## src/hce_ram.sv

```systemverilog
module hce_ram #(
	parameter int WIDTH = 32,
	parameter int DEPTH = 64
) (
	input  logic                     clk,
	input  logic                     we,
	input  logic [$clog2(DEPTH)-1:0] waddr,
	input  logic [WIDTH-1:0]         wdata,
	input  logic [$clog2(DEPTH)-1:0] raddr,
	output logic [WIDTH-1:0]         rdata
);

	logic [WIDTH-1:0] mem [DEPTH];

	always_ff @(posedge clk) begin
		if (we) begin
			mem[waddr] <= wdata;
		end
		rdata <= mem[raddr];
	end

endmodule

```

## config.mk

```make
export PLATFORM = sky130hd
export DESIGN_NAME = hce_ram
export DESIGN_NICKNAME = d
export VERILOG_FILES = /design/src/hce_ram.sv
export SDC_FILE = /design/constraint.sdc
export NUM_CORES = 2
export LEC_CHECK = 0
export BUFFER_PORTS_ARGS = -buffer_cell sky130_fd_sc_hd__clkbuf_2
export CORE_ASPECT_RATIO = 1.4
export CORE_MARGIN = 2
export CORE_UTILIZATION = 31
export CTS_CLUSTER_SIZE = 25
export DETAILED_ROUTE_END_ITERATION = 8
export HOLD_SLACK_MARGIN = 0.12
export MAX_ROUTING_LAYER = met4
export PLACE_DENSITY = 0.47
export SYNTH_ARGS = -nofsm -noshare
export SYNTH_HDL_FRONTEND = slang
export SYNTH_SLANG_ARGS = --single-unit
```

## constraint.sdc

```tcl
create_clock -name clk -period 6.9 [get_ports clk]
set_clock_uncertainty 0.1 [all_clocks]
set_input_delay 1.38 -clock clk [delete_from_list [all_inputs] [get_ports clk]]
set_output_delay 1.38 -clock clk [all_outputs]
set_load 0.1 [all_outputs]
```

; ---- Word level (Yosys, flattened, before mapping)
; Memories as Yosys holds them, arrays and structs flattened. A register that Yosys moved wholly into a read port is not among the register bits.
; Index checks and enable logic that the tools add are counted.
[classes]
add_sub_neg = 0
mul = 0
n_div = 0
order_cmp = 0
eq_ne = 0
n_shift = 0
mux = 2
bitwise = 0
n_reduce_logical = 0
[op_table]
columns = op, count
row1 = $mux 1, 2
[word_totals]
register_bits = 0
latchBits = 0
mem_bits_rw = 2048
rom_bits = 0
in_bits = 46
output_inout_bits = 32
wordCells = 3
n_memories = 1
[memory_table]
columns = memory, depth, width, read_ports, rd_clocked_by_memory_dff, write_ports, line
row1 = mem, 64, 32, 1, 1, 1, 13  ; logic [WIDTH-1:0] mem [DEPTH];

; ---- Longest topological paths before layout
[logic_depth]
ltp_word = 2
depth_mapped = 10
mapped_depth_nobuf = 5

; ---- Least setup slack after synthesis
; Ideal clock, no wire load.
[synth_timing]
path_kind = input port to flip-flop
start = input waddr[3]
end = memory mem[48][0], enable pin
setup_time_ps = 461
arrival_time_ps = 4079
required_ps = 6339
slack_ps = 2260
stages = 4
path_buffers = 1
cell_sequence = clkbuf_1 -> nor2b_1 -> nand4b_1 -> nor3_1
[synth_lines]
columns = element, line
row1 = "start, declared", 7  ; input logic [$clog2(DEPTH)-1:0] waddr,
row2 = "end, declared", 13
; No word-level cell before the write port.

==> results.cfg <==
[outcome]
status = completed

[critical_path]
max_stage_delay_ns = 0.86
slowest_stage = nand2b_1
critical_path_peak_fanout = 21
regToRegSetupSlack_ns = 4.42
cp-startpoint = raddr[4]
crit_type = in -> reg
worst-endpoint-required_ns = 7.52
timing.rr.end = rdata[31]
cp.arrival_ns = 5.03
reg2reg_depth = 5
critical_path.reg2reg.startpoint = mem[14][31]
cp-end-kind = flip-flop
path_cells = clkbuf_2, buf_4, nand2b_1, buf_4, o221ai_1, a21oi_1, a21oi_1, nor2_1
start_kind = input port

[min_path]
hold-path-endpoint = rdata[17]
hp-start = mem[29][17]
hold_path_depth = 4
min_path_type = reg -> reg

[clocking]
path_clk_slew_ns = 0.06
postCtsSetupBuffers = 0
htreeDepth = 4
clock_sinks = 2080
ctsHoldBuffers = 0
tritoncts = built
cts-root-buf = clkbuf_16
cts_buffers = 214
cts-root-to-sink-buffers = 4
cts_resized = 0
clock_latency_ns = 0.86

[die]
rows = 218
core_area_um2 = 251800
io-pin-count = 78
start_util_pct = 31.19
die_width_um = 429.3
die_area_um2 = 257400
die_y_um = 599.5

[finish]
layout_commonest_cell = edfxtp_1
fillers = 22970
finish.utilization_pct = 35.96
design_area_um2 = 90520
final-instance-count-excl-fill = 7068
final_cell_mix = edfxtp_1 (2048), mux4_2 (544), clkbuf_16 (215), buf_4 (137), mux2i_1 (93)
nets = 3633
layout-drive-gt1-share_pct = 29.93
synthToLayoutAreaGrowth_pct = 15.30

[synth]
ys_async_sr_fraction_pct = 0
synth_seq_area_share_pct = 79.14
yosysWarnings = 0
syn_inst = 3324
synth-seq-cells = 2080
synth_edf_count = 2048
dominantRegCellSynth = edfxtp_1
postSynthAreaPerCell_um2 = 23.62
synthDistinctLibCells = 34
synth_nets = 3370
synth_area_um2 = 78520

[placed_design]
place_area_um2 = 83990
place.gp.congestion = 0.7944
dp_cells = 6671
portBuffers = 77
dpl.hpwl_um = 128900

[timing]
slew_headroom_pct = 19.92
rsz0062_at_grt = no
tightest_slew_ns = 1.198
tns_ns = 0
timing.fmax_mhz = 226.6
min_period_ns = 4.413
slew_viol_final = 0
hold_violations = 0
setup_viol = 0
fin_crit_sh_pct = 63.95

[power_and_ir_drop]
switchingPower_uw = 5996
ir_worst_vdd_mv = 0.2509
p_seq_share_pct = 52.7
power_density_nw_per_um2 = 294.3
p_leak_uw = 0.02771
fin_total_pwr_uw = 26640
p_clk_share_pct = 41.3
p_int_uw = 20650
p_sw_share_pct = 22.50
pwr-share-comb_pct = 6.0

[global_route]
antenna_found_initial = 27
grtUsageTotal_pct = 18.02
grt_pass1_wl_um = 313700
grt_pass1_vias = 38060
grt_max_degree = 89
grt_overflow = 0

[routing]
via_per_inst = 5.091
via_count = 35980
wl_per_cell_um = 32.13
drtAntennaViolNets = 0
drt_iter0_drc = 3713
wl_um = 227100
drcViolationCount = 0
drt_pass1_iterations = 5

[flow_run]
drv_cap = 0
[per-layer routing]
| metal | track usage, % | vias up | share of wire (%) |
|---|---|---|---|
| met1 | 21.75 | 19860 | 39 |
| met4 | 5.327 | 0 | 3.0 |
| li1 | - | 14830 | - |
| met3 | 2.668 | 291 | 5.4 |
| met5 | - | - | 0 |
| met2 | 31.31 | 997 | 52 |
[Yosys cell counts (all sizes together) (7+ instances only)]
cell / count / area share [%]
nor3: 7 / 0.045
mux4: 544 / 16
a311oi: 8 / 0.089
a21oi: 62 / 0.40
mux2i: 93 / 1.2
edfxtp: 2048 / 78
nor2b: 15 / 0.12
a22oi: 12 / 0.11
nand2: 26 / 0.12
buf: 108 / 0.77
o221ai: 27 / 0.30
nor2: 137 / 0.65
dfxtp: 32 / 0.82
o22ai: 84 / 0.67
nand2b: 8 / 0.064
clkbuf: 74 / 0.35
[critical path, delay by kind of cell]
kind | cells | cell delay (ns)
AO/OA/AOI/OAI | 3 | 1.09
AND/OR/NAND/NOR | 2 | 1.29
buffers and inverters | 3 | 1.24
[cell type report]
cell class              instances  area, um^2  area share [%]
clock inverters               110       838.3          0.9261
flip-flops and latches       2080       62140           68.64
multi-input cells            1062       15970           17.64
diodes                         13       32.53         0.03594
clock buffers                 274        5662           6.254
repair buffers                229        1750           1.934
well taps                    3300        4129           4.561
[cells by family after synthesis]
kind of cell | after synthesis | synth area share, %
flip-flops | 2080 | 79.14
buffers and inverters | 182 | 1.128
AO/OA/AOI/OAI | 202 | 1.673
multiplexers | 637 | 16.79
AND/OR/NAND/NOR | 223 | 1.265
[flip-flops by register name (all words and copies together) (netlist names)]
name,cells
mem,2048
rdata,32
[power by group through the flow]
stage / Combinational [uW] / Clock [uW] / Sequential (uW)
6_report: 1590 / 11000 / 14000
3_3_place_gp: 1630 / 0 / 14300
3_5_place_dp: 1640 / 0 / 14300
4_1_cts: 1640 / 11300 / 14000
2_1_floorplan: 680 / 0 / 14500
5_1_grt: 1670 / 11700 / 14000
[how the worst max path moves through the flow]
stage / end / slack [ns] / cells past startpoint
floorplan: mem[48][0] / 2.26 / 4
global placement: rdata[31] / 1.59 / 8
detailed placement: rdata[31] / 1.63 / 8
CTS: rdata[31] / 2.56 / 8
global route: rdata[1] / 2.57 / 8
finish: rdata[0] / 2.49 / 8
[metrics by stage]
stage / setup WS [ns] / hold slack [ns]
global route: 2.573 / 0.7402
detailed placement: 1.629 / 0.6623
finish: 2.487 / 0.6746
floorplan: 2.260 / 0.5632
CTS: 2.564 / 0.6922
global placement: 1.591 / 0.6491
No activity file was read; power rests on OpenSTA's default activity.
