==> src/hce_pkg.sv <==
package hce_pkg;

	localparam int MAX_POINTS = 64;
	localparam int PTR_W      = $clog2(MAX_POINTS);
	localparam int CNT_W      = PTR_W + 1;
	localparam int FRAC_BITS  = 16;
	localparam int WBITS      = 30;
	localparam int DIV_SHIFT  = WBITS - FRAC_BITS;
	localparam int ENTRY_W    = 128;
	localparam int CFG_W      = 32;

	localparam logic [CNT_W-1:0] COUNT_MAX = CNT_W'(MAX_POINTS);

	localparam logic KIND_EVAL  = 1'b0;
	localparam logic KIND_WRITE = 1'b1;

	localparam logic REG_POINT_COUNT   = 1'b0;
	localparam logic REG_DEFAULT_VALUE = 1'b1;

	typedef struct packed {
		logic                     kind;
		logic [31:0]              query_time;
		logic [PTR_W-1:0]         point_index;
		logic [31:0]              point_time;
		logic signed [31:0]       point_value;
		logic signed [31:0]       left_slope;
		logic signed [31:0]       right_slope;
	} item_t;

	typedef struct packed {
		logic signed [31:0] curve_value;
		logic signed [31:0] curve_slope;
		logic [CNT_W-1:0]   segment;
	} result_t;

	typedef struct packed {
		logic        start;
		logic [31:0] divisor;
		logic [31:0] rem_init;
		logic        q_init;
		logic [48:0] feed;
		logic [5:0]  steps;
	} div_req_t;

	typedef struct packed {
		logic        done;
		logic [49:0] quot;
	} div_rsp_t;

	typedef enum logic [4:0] {
		S_IDLE, S_HL, S_HR, S_HN, S_HD, S_F0, S_F0W, S_F1W, S_BS, S_BSW,
		S_FA, S_FB, S_FC, S_TDIV, S_MUL, S_MWAIT, S_SDIV, S_LIN, S_LWAIT, S_FIN
	} state_t;

	typedef enum logic [4:0] {
		M_TT, M_SS, M_TS, M_H00, M_A, M_B, M_Y0, M_Y1, M_D0A, M_D1B,
		M_W0, M_W1, M_D0W, M_D1W, M_DYG, M_LIN, M_NONE
	} mstep_t;

endpackage

==> src/hce_div.sv <==
// Restoring divider, one quotient bit per cycle; remainder kept below the divisor.
module hce_div (
	input  logic              clk,
	input  logic              arst_n,
	input  hce_pkg::div_req_t req,
	output hce_pkg::div_rsp_t rsp
);

	logic [31:0] div_q;
	logic [31:0] rem_q;
	logic [49:0] quot_q;
	logic [48:0] feed_q;
	logic [5:0]  cnt_q;
	logic        busy_q;
	logic        done_q;
	logic [32:0] trial;
	logic [32:0] diff;
	logic        ge;

	assign trial = {rem_q, feed_q[48]};
	assign diff  = trial - {1'b0, div_q};
	assign ge    = (trial >= {1'b0, div_q});

	always_ff @(posedge clk or negedge arst_n) begin
		if (!arst_n) begin
			busy_q <= 1'b0;
			done_q <= 1'b0;
			cnt_q  <= '0;
		end else begin
			done_q <= 1'b0;
			if (req.start) begin
				busy_q <= 1'b1;
				cnt_q  <= req.steps;
			end else if (busy_q) begin
				cnt_q <= cnt_q - 6'd1;
				if (cnt_q == 6'd1) begin
					busy_q <= 1'b0;
					done_q <= 1'b1;
				end
			end
		end
	end

	always_ff @(posedge clk) begin
		if (req.start) begin
			div_q  <= req.divisor;
			rem_q  <= req.rem_init;
			quot_q <= {49'd0, req.q_init};
			feed_q <= req.feed;
		end else if (busy_q) begin
			rem_q  <= ge ? diff[31:0] : trial[31:0];
			quot_q <= {quot_q[48:0], ge};
			feed_q <= {feed_q[47:0], 1'b0};
		end
	end

	assign rsp.done = done_q;
	assign rsp.quot = quot_q;

endmodule

==> config.mk <==
export PLATFORM = sky130hd
export DESIGN_NAME = hce_div
export DESIGN_NICKNAME = d
export VERILOG_FILES = /design/src/hce_pkg.sv /design/src/hce_div.sv
export SDC_FILE = /design/constraint.sdc
export NUM_CORES = 1
export LEC_CHECK = 0
export BUFFER_PORTS_ARGS = -buffer_cell sky130_fd_sc_hd__buf_2
export CAP_MARGIN = 20
export CORE_UTILIZATION = 57
export CTS_BUF_LIST = sky130_fd_sc_hd__clkbuf_2
export DETAILED_ROUTE_END_ITERATION = 8
export MAX_ROUTING_LAYER = met4
export PLACE_DENSITY = 0.88
export SLEW_MARGIN = 25
export SYNTH_ARGS = -nofsm -noshare
export SYNTH_HDL_FRONTEND = slang
export SYNTH_SLANG_ARGS = --single-unit
==> constraint.sdc <==
create_clock -name clk -period 4.7 [get_ports clk]
set_clock_uncertainty 0.05 [all_clocks]
set_input_delay 0.47 -clock clk [delete_from_list [all_inputs] [get_ports clk]]
set_output_delay 0.47 -clock clk [all_outputs]
set_load 0.02 [all_outputs]
; Word-level counts from Yosys, hierarchy flattened
; Cells that the tools add are included.
[word_totals]
register_bits = 171
in_bits = 123
output_inout_bits = 51
[classes]
add_sub_neg = 2
n_lt_le_gt_ge = 1
n_eq_ne = 1
mux = 15
n_reduce_logical = 1
[op_table]
columns = op, n
row1 = 2-to-1 mux 49 bit, 2
row2 = 2-to-1 mux 32 bit, 3
row3 = >= comparator 33 x 32 -> 1 bit, 1
row4 = subtractor 32 bit, 1
row5 = 2-to-1 mux 6 bit, 2
row6 = 2-to-1 mux 1 bit, 8
row7 = equality test 6 x 1 -> 1 bit (second input constant), 1
row8 = subtractor 6 x 1 -> 6 bit (second input constant), 1
row9 = nonzero test 2 bit, 1

; Depth between registers and ports, before layout
; Gate-level depths: netlist (run 1).
[logic_depth]
depth_word = 4
ltp_mapped = 13
depth_no_buf = 12

; Least setup slack after synthesis (run 1)
; Ideal clock, no wire load.
[synth_path]
kind = input port to flip-flop
from = in req[120] in the netlist's numbering
to = reg feed_q[0] (enable)
arrival_ps = 2949
t_required_ps = 4214
slack_ps = 1265
stages = 5
n_path_buf = 3
path_cell_list = clkbuf_1 > clkbuf_1 > clkbuf_1 > nor2_1 > inv_1
[synth_via]
elab_chain_cells = 1
[synth_lines]
columns = item, line
row1 = "start, declared", hce_div.sv:5  ; input hce_pkg::div_req_t req,
row2 = nonzero test 2 bit (no source line), -
row3 = "end signal, assigned", hce_div.sv:49  ; feed_q <= req.feed;
row4 = "end signal, assigned", hce_div.sv:53  ; feed_q <= {feed_q[47:0], 1'b0};
row5 = "end, declared", hce_div.sv:12  ; logic [48:0] feed_q;
; Every way passes these cells.
; A chain may end at the register's enable or synchronous reset.

; Final worst setup path (run 1)
[layout_path]
from = reg rem_q[22]
to = reg rem_q[30] (data pin)
[layout_via]
elab_chain_cells = 4
elab_cells_between_ends = 5
cone_classes = add/sub: 1 / order compare: 1 / mux: 3
[layout_lines]
columns = item, line
row1 = "start, declared", hce_div.sv:10  ; logic [31:0] rem_q;
row2 = "start signal, assigned", hce_div.sv:47  ; rem_q <= req.rem_init;
row3 = "start signal, assigned", hce_div.sv:51  ; rem_q <= ge ? diff[31:0] : trial[31:0];
row4 = subtractor 32 bit / >= comparator 33 x 32 -> 1 bit (equally long branches), "hce_div.sv:21, hce_div.sv:22"
row5 = 2-to-1 mux 32 bit (*), hce_div.sv:51
row6 = 2-to-1 mux 32 bit (*), hce_div.sv:50  ; end else if (busy_q) begin
row7 = 2-to-1 mux 32 bit (*), hce_div.sv:45  ; if (req.start) begin
; Mark *: on every way between the ends. The rest lies on a longest branch, timed or not. The select of a mux whose other input is x is not followed.

==> summary.txt, run 1 <==
Run status
  – Outcome: finished clean

Logic synthesis
  – Synth Net Count: 929
  – Top cells by instance count after synthesis: edfxtp_1 (114), nor2_1 (69), mux2i_1 (55)
  – Largest family of logic cells by synthesized area: multiplexers
  – Mux cell area share after synthesis: 12.8%
  – Ys Warns: 0
  – Count leader, synth: edfxtp_1
  – Xor/xnor cell area share of the yosys netlist: 3.20%
  – Post-synthesis simple-gate area fraction: 10.7%
  – Post-Synth Adder-Cell Area: 5.08%
  – Compound-cell area share of the yosys netlist: 11.7%
  – Synth top area share: 39.1%
  – Synth async-reset ratio: 4.68%
  – Post-synthesis cell area: 8760 um^2
  – Post-Synthesis Cells: 771
  – Synthesized area per cell: 11.4 um^2
  – Unique masters post-synth: 57
  – Area contributors post-synth: edfxtp_1 (39%), dfxtp_1 (11%), mux2_2 (6.6%)
  – Area leader, netlist: edfxtp_1
  – Synth Register Bits: 171
  – Top_reg_cell synth: edfxtp_1
  – EDFF count, synth: 114
  – Seq/Total Area, Yosys: 52.6%

Route
  – TritonRoute pass-1 iters: 6
  – Final antenna-violating net count: 0
  – Drt drc: 0
  – Top sig layer: met4
  – Drt wl/cell: 17.9 um
  – DRT met1 WL: 9.19 mm
  – Avg Vias per Cell: 5.69
  – Via count: 7,072
  – Metal3 WL: 1.38 mm
  – Initial drt markers: 520
  – Met2 wire len: 11.1 mm
  – WL final: 22.2 mm

Place
  – DP Area: 9730 um^2
  – Detail Placement HPWL: 13.8 mm
  – I/O Buffers: 173
  – Routability-driven placement congestion ratio: 0.936

Clocking
  – CTS Buf Count: 17
  – Deepest clock path buffer count: 2
  – Reg clk slew, reported paths: 220 ps
  – Setup repair bufs after CTS: 0
  – CTS Root Cell: clkbuf_2
  – Post_cts resized: 0
  – Clock Latency Late Sink: 770 ps
  – Sink Count: 171
  – H-tree Lvls: 4
  – Hold buffers post-CTS: 118
  – CTS tree: done

Hold path
  – Min-Delay Path Class: in -> reg

Setup path
  – Critical path type: reg -> reg
  – CP peak stage delay: 590 ps
  – Worst Path Required: 5170 ps
  – CP endpoint kind: flip-flop
  – CP cell instances: ha_1 > a21o_1 > a21o_1 > a221o_1 > nor3_1 > o211ai_2 > a31oi_4 > buf_4 > nor2_1 > a221o_1
  – Worst path slowest cell: a31oi_4
  – Crit-path leading delay family: compound AO/OA/AOI/OAI gates
  – Worst setup SP type: flip-flop
  – CP Buf/Inv Count: 1
  – Worst Path Arrival: 4290 ps
  – Critical Path Fanout Max: 35

GRT
  – Initial antenna violation count: 2
  – Largest net degree at the start of global routing: 146
  – Vias in the first global route: 7,130
  – First-pass GRT wire length: 35.3 mm
  – Gr ovfl total: 0
  – Total GRT Usage: 29.5%

STA
  – Period utilization: 81.3%
  – Final hold viol count: 0
  – Setup TNS: 0 ps
  – Post-layout min period: 3820 ps
  – Relative max-transition margin: 41.9%
  – Slew Limit Fails: 0
  – Final setup violation count: 0
  – Max Freq: 0.262 GHz
  – RSZ-0062 raised after global routing: no
  – Slew @ Worst Pin: 871 ps

Floorplanning
  – # rows: 44
  – Chip width: 126 um
  – Die area: 15,900 um^2
  – Area of the core: 14,800 um^2
  – IO Pins: 174
  – Die H: 126 um
  – Initial Util: 59.4%

Cells and area
  – Nets: 1,202
  – Area grow syn2layout: 26.8%
  – Layout cell share with drive strength beyond 1: 25.7%
  – Post-route cell area: 11,100 um^2

Power
  – VDD IR max: 0.264 mV
  – Power Density: 440 nW/um^2
  – Lkg Pwr: 5.11 nW

Run
  – MaxCap Viol Count: 0
==> path summary, 6_finish.rpt <==
path                                   startpoint                     end  slack (ps)  cells after the start
max in group asynchronous                  arst_n    cnt_q[0]$_DFFE_PN0P_        3780                      3
max reg2reg                   rem_q[22]$_DFFE_PP_     rem_q[30]$_DFFE_PP_         880                     10
min                                       req[78]     rem_q[22]$_DFFE_PP_          60                      2
max                           rem_q[22]$_DFFE_PP_     rem_q[30]$_DFFE_PP_         880                     10
min reg2reg                quot_q[6]$_SDFFE_PP0P_  quot_q[7]$_SDFFE_PP0P_         490                      2
min in group asynchronous                  arst_n    cnt_q[4]$_DFFE_PN0P_         560                      3
==> sequential cells by signal, indices dropped and copies added, names as in the netlist <==
name,count
done_q,1
div_q,32
cnt_q,6
rem_q,32
feed_q,49
busy_q,1
quot_q,50
==> stage by stage <==
step	utilization (%)	hold slack [ps]	worst slack, ps	std cells	total power, mW
after floorplan	-	124	1270	771	3.61
after global placement	66.0	267	1000	1091	4.04
after detailed placement	66.0	269	910	1091	4.08
after CTS	75.2	14.2	889	1241	4.84
after global routing	75.3	18.3	684	1243	5.19
final	75.3	61.1	877	1243	4.89
==> worst register-to-register path, stage by stage, from the launching register on <==
cell,delay (ps)
edfxtp_1,450
ha_1,380
a21o_1,210
a21o_1,200
a221o_1,340
nor3_1,210
o211ai_2,180
a31oi_4,590
buf_4,450
nor2_1,190
a221o_1,360
==> where the power goes <==
part           internal, mW  leakage [nW]  total [mW]  switching (mW)
Clock                 0.157         0.136       0.698           0.541
Sequential             1.90          1.68        2.04           0.131
Combinational         0.928          3.29        2.15            1.22
==> placed cells by master (no fill, tap or decap), types with 43 or more instances in the layout <==
| master | n |
|---|---|
| mux2_2 | 51 |
| nor2_1 | 69 |
| edfxtp_1 | 114 |
| dlygate4sd3_1 | 118 |
| nand2_1 | 44 |
| buf_2 | 172 |
| dfxtp_1 | 49 |
| mux2i_1 | 55 |
| inv_1 | 43 |
==> cell type report <==
type / instances / area, um^2
Antenna cell: 2 / 5.00
Timing Repair Buffer: 296 / 2100
Multi-Input combinational cell: 514 / 3810
Fill cell: 984 / 3650
Clock inverter: 11 / 83.8
Clock buffer: 21 / 105
Tap cell: 184 / 230
Sequential cell: 171 / 4610
Inverter: 44 / 166
==> logic make-up (layout without fill, tap and decap cells) <==
family                   Yosys count  after routing
flip-flops                       171            171
buffers and inverters             86            372
AO/OA/AOI/OAI                    146            146
XOR/XNOR                          32             32
adder cells (fa/ha/maj)           35             35
AND/OR/NAND/NOR                  195            195
other                              0              2
multiplexers                     106            106
==> metal layers <==
metal  vias to the layer above  global-route usage, %
met2                       286                   48.9
li1                       3378                      -
met5                         -                      -
met4                         0                   11.7
met3                        56                   5.73
met1                      3352                   35.4
(Power assumes the default switching activity.)
==> run 2: changes to the inputs <==
--- a/config.mk
+++ b/config.mk
@@ -7,11 +7,11 @@
 export LEC_CHECK = 0
 export BUFFER_PORTS_ARGS = -buffer_cell sky130_fd_sc_hd__buf_2
 export CAP_MARGIN = 20
-export CORE_UTILIZATION = 57
+export CORE_UTILIZATION = 52
 export CTS_BUF_LIST = sky130_fd_sc_hd__clkbuf_2
 export DETAILED_ROUTE_END_ITERATION = 8
 export MAX_ROUTING_LAYER = met4
-export PLACE_DENSITY = 0.88
+export PLACE_DENSITY = 0.85
 export SLEW_MARGIN = 25
 export SYNTH_ARGS = -nofsm -noshare
 export SYNTH_HDL_FRONTEND = slang
==> constraint.sdc (replaced) <==
create_clock -name clk -period 3.5 [get_ports clk]
set_clock_uncertainty 0.05 [all_clocks]
set_input_delay 0.35 -clock clk [delete_from_list [all_inputs] [get_ports clk]]
set_output_delay 0.35 -clock clk [all_outputs]
set_load 0.02 [all_outputs]
==> run 2 against run 1 <==
Net effect:
- worst setup slack got worse by 720 ps
- final cell count rose by 4.7%
- highest routed layer unchanged
- critical endpoint is now rem_q[9]$_DFFE_PP_
- hold slack improved by 130 ps
- flip-flop and latch count did not move
- non-clock buffer count rose by 23
- largest power group unchanged
- global-route usage fell by 2.2 points
==> summary.txt, run 2 (same netlist as run 1, synthesis figures left out) <==
Place
  – DP Area: 9830 um^2 (+0.98%)
  – I/O Buffers: 173 (unchanged)
  – Pre-CTS setup slack: 237 ps (-673 ps)
  – Routability-driven placement congestion ratio: 0.919 (-1.8%)
  – Detail Placement HPWL: 13.8 mm (about the same)

Floorplanning
  – Die H: 132 um (+4.6%)
  – Die area: 17,400 um^2 (+9.5%)
  – Initial Util: 53.0% (-6.4 points)
  – Chip width: 132 um (+4.6%)
  – # rows: 47 (+6.8%)
  – Area of the core: 16,500 um^2 (+12%)
  – IO Pins: 174 (unchanged)

Cells and area
  – Layout cell share with drive strength beyond 1: 25.6% (-0.085 points)
  – Nets: 1,225 (+1.9%)
  – Biggest register: quot_q
  – Largest regs: quot_q: 50 flops, feed_q: 49 flops
  – Most common cell after layout, fill and taps aside: buf_2
  – Post-route cell area: 11,500 um^2 (+3.3%)
  – Most frequent cells in the layout: buf_2 (172), dlygate4sd3_1 (136), edfxtp_1 (114)
  – Area grow syn2layout: 31.0%
  – Max reg flops: 50 (unchanged)

Power
  – Lkg Pwr: 5.23 nW (+2.3%)
  – VDD IR max: 0.372 mV (+41%)
  – Power Density: 596 nW/um^2 (+35%)
  – Total design power: 6.83 mW (+40%)

Setup path
  – Worst path slowest cell: edfxtp_1
  – Worst Path Arrival: 3840 ps (-450 ps)
  – Critical Path Fanout Max: 19 (-46%)
  – CP peak stage delay: 470 ps (-120 ps)
  – Worst Path Required: 3990 ps (-1180 ps)
  – Crit-path leading delay family: compound AO/OA/AOI/OAI gates
  – Crit-path most repeated cell: a21oi_1
  – CP cell instances: ha_1 > a21oi_1 > o21ai_1 > a221o_1 > nor4_1 > a21oi_1 > a31oi_4 > buf_4 > mux2i_1 > o21ai_0
  – CP endpoint kind: flip-flop
  – Critical path type: reg -> reg
  – Worst setup SP type: flip-flop
  – CP Buf/Inv Count: 1 (unchanged)

STA
  – Setup TNS: 0 ps (unchanged)
  – Slew @ Worst Pin: 806 ps (-64.7 ps)
  – Period utilization: 95.6% (+14 points)
  – Hold slack: 187 ps (+126 ps)
  – RSZ-0062 raised after global routing: no
  – Final setup violation count: 0 (unchanged)
  – Fin worst setup slack: 153 ps (-725 ps)
  – Slew Limit Fails: 0 (unchanged)
  – Post-layout min period: 3350 ps (-475 ps)
  – Relative max-transition margin: 46.3% (+4.3 points)
  – Final hold viol count: 0 (unchanged)
  – Max Freq: 0.299 GHz (+14%)

GRT
  – Largest net degree at the start of global routing: 96 (-34%)
  – Vias in the first global route: 7,167 (+0.52%)
  – Total GRT Usage: 27.3% (-2.2 points)
  – Initial antenna violation count: 1 (-1)
  – First-pass GRT wire length: 36.1 mm (+2.4%)
  – Gr ovfl total: 0 (unchanged)

Clocking
  – CTS Buf Count: 17 (unchanged)
  – Deepest clock path buffer count: 2 (unchanged)
  – H-tree Lvls: 4 (unchanged)
  – Sink Count: 171 (unchanged)
  – Post_cts resized: 0 (unchanged)
  – CTS Root Cell: clkbuf_2
  – CTS tree: done
  – Clock Latency Late Sink: 790 ps (+20 ps)
  – Reg clk slew, reported paths: 310 ps (+90 ps)
  – Setup repair bufs after CTS: 0 (unchanged)

Run
  – MaxCap Viol Count: 0 (unchanged)

Hold path
  – Min-Delay Path Class: in -> reg

Route
  – TritonRoute pass-1 iters: 5 (-1)
  – Drt wl/cell: 17.0 um (-5.1%)
  – WL final: 22.1 mm (-0.71%)
  – Avg Vias per Cell: 5.40 (-5.0%)
  – Drt drc: 0 (unchanged)
  – Final antenna-violating net count: 0 (unchanged)
  – Via count: 7,031 (-0.58%)
  – Initial drt markers: 406 (-22%)

Run status
  – Outcome: finished clean
==> run 2: cell types whose count changed in the layout (fill, tap and decap cells not counted), sizes merged <==
cell,before,now
buf,178,183
clkbuf,21,17
clkinvlp,0,2
diode,2,1
dlygate4sd3,118,136
inv,50,52
==> run 2: metrics by stage <==
step	std cells	utilization (%)
6_report	1301	69.4
5_1_grt	1301	69.4
3_5_place_dp	1132	59.5
4_1_cts	1300	69.4
2_1_floorplan	771	-
3_3_place_gp	1132	59.5
==> run 2: layer usage <==
layer / GRT usage [%] / wire, um
met1: 33.0 / 9410
met5: - / 0
met4: 7.82 / 315
met2: 46.4 / 11200
met3: 5.19 / 1120
==> run 2: repair_timing <==
action / in CTS / in global routing
hold endpoints to repair: 161 / 0
hold buffers: 136 / 0
endpoints found under the setup margin: 0 / 1
==> run 2: worst paths after layout <==
kind                                         from                      to  slack [ps]  cells after the start
min                                      req[101]     div_q[13]$_DFFE_PP_         190                      2
max                           rem_q[19]$_DFFE_PP_      rem_q[9]$_DFFE_PP_         150                     10
min in group asynchronous                  arst_n        busy_q$_DFF_PN0_         430                      3
min reg2reg                quot_q[5]$_SDFFE_PP0P_  quot_q[6]$_SDFFE_PP0P_         470                      2
max reg2reg                   rem_q[19]$_DFFE_PP_      rem_q[9]$_DFFE_PP_         150                     10
max in group asynchronous                  arst_n    cnt_q[1]$_DFFE_PN0P_        2690                      3
==> run 2: final cells by class <==
type / instances / area, um^2
fill: 1147 / 5050
tap: 220 / 275
inverter: 44 / 166
timing repair buffer: 319 / 2340
sequential: 171 / 4610
clock buffer: 17 / 85.1
clock inverter: 15 / 191
multi-input combinational: 514 / 3810
antenna: 1 / 2.50
==> run 2: power breakdown <==
part	switching [mW]	internal, mW	total [mW]
Combinational	1.64	1.32	2.96
Clock	0.870	0.265	1.14
Sequential	0.179	2.56	2.74
